--- src/rtl/hk_pkg.sv ---
// Shared constants for the 3D Hilbert key pipeline.
// No dependencies; used by hk_cell, hk_gray and hilbert_key_3d_top.
`timescale 1ns / 1ps
`default_nettype none

package hk_pkg;

  // Number of bit levels per coordinate and the fixed field widths.
  localparam int unsigned HK_LEVELS      = 20;
  localparam int unsigned HK_COORD_W     = 20;
  localparam int unsigned HK_KEY_W       = 63;
  localparam int unsigned HK_IN_TDATA_W  = 64;
  localparam int unsigned HK_OUT_TDATA_W = 64;
  localparam int unsigned HK_PADDR_W     = 3;
  localparam int unsigned HK_PDATA_W     = 32;

  // Word slots inside the three-word bundle carried along the chain.
  localparam int unsigned HK_X = 0;
  localparam int unsigned HK_Y = 1;
  localparam int unsigned HK_Z = 2;

  // Register index of the order control.
  localparam logic HK_REG_ORDER = 1'b0;

endpackage

`default_nettype wire

--- src/rtl/hk_cell.sv ---
// One bit level of the invert-or-exchange pass, with its own pipeline register.
// Depends on hk_pkg for the word slot indexes.
`timescale 1ns / 1ps
`default_nettype none

module hk_cell import hk_pkg::*; #(
  parameter int unsigned Width = HK_LEVELS + 1,
  parameter int unsigned Bit   = HK_LEVELS
) (
  input  wire logic                    clk_i,
  input  wire logic                    rst_ni,
  input  wire logic                    in_valid_i,
  output logic                         in_ready_o,
  input  wire logic [2:0][Width-1:0]   in_word_i,
  output logic                         out_valid_o,
  input  wire logic                    out_ready_i,
  output logic      [2:0][Width-1:0]   out_word_o
);

  localparam logic [Width-1:0] Low = Width'((64'd1 << Bit) - 64'd1);

  logic [2:0][Width-1:0] word_d, word_q;
  logic                  valid_q;
  logic [Width-1:0]      w0, w1, w2, d1, d2;

  // x is inverted below this bit when its own bit is set; each of y and z
  // either inverts x or exchanges its low bits with x.
  always_comb begin
    w0 = in_word_i[HK_X];
    w1 = in_word_i[HK_Y];
    w2 = in_word_i[HK_Z];
    d1 = '0;
    d2 = '0;
    if (w0[Bit]) begin
      w0 = w0 ^ Low;
    end
    if (w1[Bit]) begin
      w0 = w0 ^ Low;
    end else begin
      d1 = (w0 ^ w1) & Low;
      w0 = w0 ^ d1;
      w1 = w1 ^ d1;
    end
    if (w2[Bit]) begin
      w0 = w0 ^ Low;
    end else begin
      d2 = (w0 ^ w2) & Low;
      w0 = w0 ^ d2;
      w2 = w2 ^ d2;
    end
    word_d[HK_X] = w0;
    word_d[HK_Y] = w1;
    word_d[HK_Z] = w2;
  end

  assign in_ready_o = !valid_q || out_ready_i;

  always_ff @(posedge clk_i or negedge rst_ni) begin
    if (!rst_ni) begin
      valid_q <= 1'b0;
    end else if (in_ready_o) begin
      valid_q <= in_valid_i;
    end
  end

  always_ff @(posedge clk_i) begin
    if (in_valid_i && in_ready_o) begin
      word_q <= word_d;
    end
  end

  assign out_valid_o = valid_q;
  assign out_word_o  = word_q;

endmodule

`default_nettype wire

--- src/rtl/hk_gray.sv ---
// Gray encoding, prefix-parity correction and triplet packing, with the output register.
// Depends on hk_pkg for the word slot indexes.
`timescale 1ns / 1ps
`default_nettype none

module hk_gray import hk_pkg::*; #(
  parameter int unsigned Width = HK_LEVELS + 1
) (
  input  wire logic                    clk_i,
  input  wire logic                    rst_ni,
  input  wire logic                    reversed_i,
  input  wire logic                    in_valid_i,
  output logic                         in_ready_o,
  input  wire logic [2:0][Width-1:0]   in_word_i,
  output logic                         out_valid_o,
  input  wire logic                    out_ready_i,
  output logic      [3*Width-1:0]      out_key_o
);

  logic [Width-1:0]   g0, g1, g2, t;
  logic [Width-1:0]   h0, h1, h2;
  logic [3*Width-1:0] key_std, key_rev, key_d, key_q;
  logic               valid_q;

  assign g0 = in_word_i[HK_X];
  assign g1 = in_word_i[HK_Y] ^ g0;
  assign g2 = in_word_i[HK_Z] ^ g1;

  // Each bit of the correction is the parity of all z bits above it.
  always_comb begin
    for (int j = 0; j < Width; j++) begin
      t[j] = ^(g2 >> (j + 1));
    end
  end

  assign h0 = g0 ^ t;
  assign h1 = g1 ^ t;
  assign h2 = g2 ^ t;

  always_comb begin
    for (int b = 0; b < Width; b++) begin
      key_std[3*b +: 3]             = {h0[b], h1[b], h2[b]};
      key_rev[3*(Width-1-b) +: 3]   = {h0[b], h1[b], h2[b]};
    end
  end

  assign key_d      = reversed_i ? key_rev : key_std;
  assign in_ready_o = !valid_q || out_ready_i;

  always_ff @(posedge clk_i or negedge rst_ni) begin
    if (!rst_ni) begin
      valid_q <= 1'b0;
    end else if (in_ready_o) begin
      valid_q <= in_valid_i;
    end
  end

  always_ff @(posedge clk_i) begin
    if (in_valid_i && in_ready_o) begin
      key_q <= key_d;
    end
  end

  assign out_valid_o = valid_q;
  assign out_key_o   = key_q;

endmodule

`default_nettype wire

--- src/rtl/hilbert_key_3d_top.sv ---
// Top level of the 3D Hilbert key generator: input unpacking, the cell chain,
// the output stage and the APB register. Depends on hk_pkg, hk_cell and hk_gray.
`timescale 1ns / 1ps
`default_nettype none

// This block turns one point, given as three unsigned LEVELS-bit coordinates,
// into its 3D Hilbert curve index. The key holds LEVELS+1 three-bit groups,
// x in the top bit of each group, and the group for level zero is always zero.
// With reversed_order clear the coarsest level sits at the top of the key; with
// it set the group order is reversed, so level zero lands in bits 2..0. The key
// occupies the low 3*(LEVELS+1) bits of m_axis_tdata and the rest reads zero.
// The work is a chain of LEVELS identical cells, one per bit level from the
// coarsest down, each with its own register, followed by one stage that does
// the Gray encoding, the parity correction and the packing into a registered
// output. A new beat is taken every clock cycle while the output is not stalled;
// an accepted beat passes through each cell register, then the output register.
// Each stage stalls only while it is full and the stage after it is stalled,
// so empty stages keep filling while a finished key waits at the output.
// The order register lives at APB address 0 and should only be written while
// no beat is in flight.

module hilbert_key_3d_top import hk_pkg::*; #(
  parameter int unsigned LEVELS = HK_LEVELS
) (
  input  wire logic                        clk_i,
  input  wire logic                        rst_ni,
  // APB register port.
  input  wire logic                        psel,
  input  wire logic                        penable,
  input  wire logic                        pwrite,
  input  wire logic [HK_PADDR_W-1:0]       paddr,
  input  wire logic [HK_PDATA_W-1:0]       pwdata,
  output logic      [HK_PDATA_W-1:0]       prdata,
  output logic                             pready,
  // Input stream.
  input  wire logic                        s_axis_tvalid,
  output logic                             s_axis_tready,
  // Fields from bit 0 up: x_coord[19:0], y_coord[39:20], z_coord[59:40], zero pad.
  input  wire logic [HK_IN_TDATA_W-1:0]    s_axis_tdata,
  // Output stream.
  output logic                             m_axis_tvalid,
  input  wire logic                        m_axis_tready,
  // Fields from bit 0 up: hilbert_key[62:0], zero pad.
  output logic      [HK_OUT_TDATA_W-1:0]   m_axis_tdata
);

  localparam int unsigned W    = LEVELS + 1;
  localparam int unsigned KeyW = 3 * W;

  // ---------------------------------------------------------------------------
  // Configuration register. The register index is the word address bit above
  // the byte offset; writes to any other index are dropped.
  // ---------------------------------------------------------------------------
  logic reversed_q;
  logic cfg_write;

  assign pready    = 1'b1;
  assign cfg_write = psel && penable && pwrite && (paddr[2] == HK_REG_ORDER);

  always_ff @(posedge clk_i or negedge rst_ni) begin
    if (!rst_ni) begin
      reversed_q <= 1'b0;
    end else if (cfg_write) begin
      reversed_q <= pwdata[0];
    end
  end

  assign prdata = (paddr[2] == HK_REG_ORDER) ? HK_PDATA_W'(reversed_q) : '0;

  // ---------------------------------------------------------------------------
  // Cell chain. Each word is widened by a zero top bit, which is level zero.
  // Coordinate bits above LEVELS are dropped here.
  // ---------------------------------------------------------------------------
  logic [LEVELS:0]       vld;
  logic [LEVELS:0]       rdy;
  logic [2:0][W-1:0]     word [LEVELS+1];

  assign vld[0]        = s_axis_tvalid;
  assign s_axis_tready = rdy[0];

  assign word[0][HK_X] = {1'b0, s_axis_tdata[LEVELS-1:0]};
  assign word[0][HK_Y] = {1'b0, s_axis_tdata[HK_COORD_W +: LEVELS]};
  assign word[0][HK_Z] = {1'b0, s_axis_tdata[2*HK_COORD_W +: LEVELS]};

  for (genvar k = 0; k < LEVELS; k++) begin : g_cell
    hk_cell #(
      .Width (W),
      .Bit   (LEVELS - k)
    ) u_cell (
      .clk_i       (clk_i),
      .rst_ni      (rst_ni),
      .in_valid_i  (vld[k]),
      .in_ready_o  (rdy[k]),
      .in_word_i   (word[k]),
      .out_valid_o (vld[k+1]),
      .out_ready_i (rdy[k+1]),
      .out_word_o  (word[k+1])
    );
  end

  // ---------------------------------------------------------------------------
  // Gray encoding, packing and the output register.
  // ---------------------------------------------------------------------------
  logic [KeyW-1:0] key;

  hk_gray #(
    .Width (W)
  ) u_gray (
    .clk_i       (clk_i),
    .rst_ni      (rst_ni),
    .reversed_i  (reversed_q),
    .in_valid_i  (vld[LEVELS]),
    .in_ready_o  (rdy[LEVELS]),
    .in_word_i   (word[LEVELS]),
    .out_valid_o (m_axis_tvalid),
    .out_ready_i (m_axis_tready),
    .out_key_o   (key)
  );

  assign m_axis_tdata = HK_OUT_TDATA_W'(key);

  // ---------------------------------------------------------------------------
  // Assertions.
  // ---------------------------------------------------------------------------

  // An empty first cell must always be able to take a beat.
  a_first_cell_ready: assert property (@(posedge clk_i) disable iff (!rst_ni)
    !vld[1] |-> s_axis_tready)
    else $error("input stalled with an empty first cell");

  // The order register changes only on a write to its address.
  a_order_stable: assert property (@(posedge clk_i) disable iff (!rst_ni)
    !cfg_write |=> $stable(reversed_q))
    else $error("order register changed without a write");

  // The level zero group is zero in standard order, at the top of the key.
  a_level0_std: assert property (@(posedge clk_i) disable iff (!rst_ni)
    (m_axis_tvalid && !reversed_q) |-> (m_axis_tdata[KeyW-1 -: 3] == 3'b000))
    else $error("level zero group not zero in standard order");

  // The level zero group is zero in reversed order, at the bottom of the key.
  a_level0_rev: assert property (@(posedge clk_i) disable iff (!rst_ni)
    (m_axis_tvalid && reversed_q) |-> (m_axis_tdata[2:0] == 3'b000))
    else $error("level zero group not zero in reversed order");

  // Nothing is ever driven above the key.
  a_top_bit_zero: assert property (@(posedge clk_i) disable iff (!rst_ni)
    m_axis_tvalid |-> (m_axis_tdata[HK_OUT_TDATA_W-1] == 1'b0))
    else $error("output padding bit set");

endmodule

`default_nettype wire

--- config.mk ---
export PLATFORM = sky130hd
export DESIGN_NAME = hilbert_key_3d_top
export DESIGN_NICKNAME = d
export VERILOG_FILES = /design/src/rtl/hk_pkg.sv /design/src/rtl/hk_cell.sv /design/src/rtl/hk_gray.sv /design/src/rtl/hilbert_key_3d_top.sv
export SDC_FILE = /design/constraint.sdc
export NUM_CORES = 2
export LEC_CHECK = 0
export BUFFER_PORTS_ARGS = -buffer_cell sky130_fd_sc_hd__buf_2
export CAP_MARGIN = 30
export CORE_MARGIN = 1
export CORE_UTILIZATION = 62
export CTS_CLUSTER_SIZE = 16
export DETAILED_ROUTE_END_ITERATION = 12
export PLACE_DENSITY_LB_ADDON = 0.08
export SLEW_MARGIN = 25
export SYNTH_ARGS = -nofsm -noshare
export SYNTH_HDL_FRONTEND = slang
export SYNTH_SLANG_ARGS = --single-unit
--- constraint.sdc ---
create_clock -name clk_i -period 7 [get_ports clk_i]
set_input_delay 1.4 -clock clk_i [delete_from_list [all_inputs] [get_ports clk_i]]
set_output_delay 1.4 -clock clk_i [all_outputs]
set_load 0.02 [all_outputs]
==> impl_metrics.json <==
{
  "status": "finished, final reports clean",
  "initial_utilization_pct": 63.1,
  "drive_above_1_share_pct": 16.0,
  "synth_warnings": 0,
  "max_stage_delay_ps": 720,
  "die_h_um": 295,
  "crit_type": "primary input to primary output",
  "clkSlewWorstSetupHoldPaths_ps": 60,
  "yosys.cell_types.count": 56,
  "clock-root-buffer": "clkbuf_16",
  "syn_to_final_growth_pct": 10.8,
  "worstPathMaxFanout": 5,
  "ant_nets": 0,
  "clockBufferDepth": 3,
  "synth-seq-cells": 1285,
  "drc": 0,
  "yosysSeqAreaShare_pct": 72.4,
  "finalHoldViolCount": 0,
  "antenna_found_initial": 0,
  "final_net_count": 3630,
  "synthFlopType": "edfxtp_1",
  "drt_first_pass_iters": 5,
  "hpwlAfterDp_um": 52400,
  "route.final.wire_length_um": 80400,
  "die-area_mm2": 0.0869,
  "rsz0062_at_grt": "false",
  "synth_top_area_share_pct": 71.4,
  "setup_viol": 0,
  "core_area_mm2": 0.0842,
  "cp-start-kind": "primary input",
  "vias": 25400,
  "gp_congestion": 0.790,
  "hold_path_class": "flip-flop to flip-flop",
  "period_share_pct": 74.8,
  "ctsResizeCount": 0,
  "path_cells": "buf_2, nor2b_1, nand3_1, nor2_1, nand3_1, nor4_1, nand4_1, buf_2",
  "avgSynthCellArea_um2": 15.4,
  "wl_per_cell_um": 16.9,
  "std_cell_rows": 106,
  "io_buffers": 134,
  "dp_cells": 4521,
  "ios": 205,
  "synth_edf_count": 1263,
  "antenna_cells": 0,
  "maxSlewViolCount": 0,
  "hold_buffers": 0,
  "htreeDepth": 4,
  "numCtsBuffers": 132,
  "maxCapViolations": 0,
  "grt_max_degree": 64,
  "worstPathRequired_ps": 5600,
  "grt_pass1_wl_um": 131000,
  "via_per_inst": 5.34,
  "tritoncts": "yes",
  "crit_family": "simple AND/OR/NAND/NOR gates",
  "slew_headroom_pct": 36.3,
  "path_buf_inv": 2,
  "post-route-min-period_ps": 5230,
  "fin_cells": 4756,
  "skew_ps": 25.2,
  "die_w_um": 295,
  "grt_use_total_pct": 19.1,
  "overflow": 0,
  "async_reset_ff_share_pct": 1.71,
  "worstSkewPairLatency_ps": 720,
  "worstMarginPinSlew_ps": 956,
  "tns_ps": 0,
  "synthTopCellsByCount": "edfxtp_1 (1263), mux2i_1 (423), inv_1 (384), xnor2_1 (256), nand2_1 (222)",
  "post_cts_buffers": 0,
  "drtIter0Drc": 1330,
  "cp-end-kind": "primary output",
  "yosysMostFrequentCell": "edfxtp_1",
  "worst-r2r-setup-slack_ps": 3000,
  "syn_area_mm2": 0.0531,
  "clkSinkCount": 1285,
  "synth_top_area_cell": "edfxtp_1",
  "postSynthCellCount": 3447,
  "slowest_stage": "nor4_1",
  "max_freq_mhz": 191,
  "synth_top_cells_by_area": "edfxtp_1 (71%), mux2i_1 (8.0%), xnor2_1 (4.2%)",
  "crit_arrival_ps": 3830,
  "grt_pass1_vias": 26500
}
-- metrics by stage --
step / utilization [%] / setup WS [ps] / area (um^2) / hold WS [ps]
final: 69.9 / 1770 / 58900 / 399
after global routing: 69.9 / 1550 / 58900 / 409
after CTS: 69.9 / 1790 / 58800 / 394
after detailed placement: 65.0 / 1830 / 54800 / 405
after global placement: 64.8 / 1880 / 54600 / 400
after floorplan: - / 10.5 / 53300 / 400
-- cells in the final DEF, fill, tap and decap left out, drive strengths merged, types with 8 or more instances in the layout --
cell type     n
edfxtp     1263
mux2i       423
inv         390
xnor2       263
nand2       222
o21ai       208
buf         189
mux2        169
clkbuf      163
clkinv       56
xor2         39
conb         33
nor2         26
dfrtp        22
a21oi        19
and2         18
nand3        12
nor3         11
xnor3        11
nand2b        9
or2           8
-- metal layers --
metal	vias up	track usage, %	wire length (um)
li1	12200	-	-
met1	12700	21.5	31900
met2	397	35.9	43900
met3	127	3.42	2740
met4	0	6.81	1890
met5	-	0	0
-- sequential cells by signal, indices dropped and copies added, names as in the netlist --
| signal | cells |
|---|---|
| g_cell.u_cell.out_valid_o | 20 |
| g_cell.u_cell.out_word_o | 1200 |
| reversed_q | 1 |
| u_gray.out_key_o | 63 |
| u_gray.out_valid_o | 1 |
-- worst paths after layout --
path | start | endpoint | cells past startpoint
max in group asynchronous | rst_ni | reversed_q | 1
min | g_cell[8].u_cell.out_word_o[12] | g_cell[9].u_cell.out_word_o[12] | 0
min reg2reg | g_cell[8].u_cell.out_word_o[12] | g_cell[9].u_cell.out_word_o[12] | 0
max | m_axis_tready | s_axis_tready | 8
min in group asynchronous | rst_ni | g_cell[19].u_cell.out_valid_o | 1
max reg2reg | g_cell[19].u_cell.out_word_o[19] | u_gray.out_key_o[53] | 9
-- logic make-up after synthesis --
logic type | Yosys count | synth area share [%]
DFF | 1285 | 72.4
other | 2 | 0.0141
buffers and inverters | 662 | 4.94
xor gates and xnor gates | 317 | 5.79
muxes | 592 | 11.5
and+or+nand+nor | 333 | 2.72
AOI/OAI and AO/OA | 256 | 2.57
-- cell type report --
type / instances / area (um^2)
clock inverters: 69 / 538
well taps: 1134 / 1420
fillers: 5387 / 25300
inverters: 385 / 1450
multi-input cells: 1531 / 12300
flip-flops and latches: 1285 / 38500
clock buffers: 163 / 3530
repair buffers: 189 / 1180
Power is left out: the tool's default activity adds up to more than one toggle a clock period on the data nets, which glitch-free logic cannot reach.
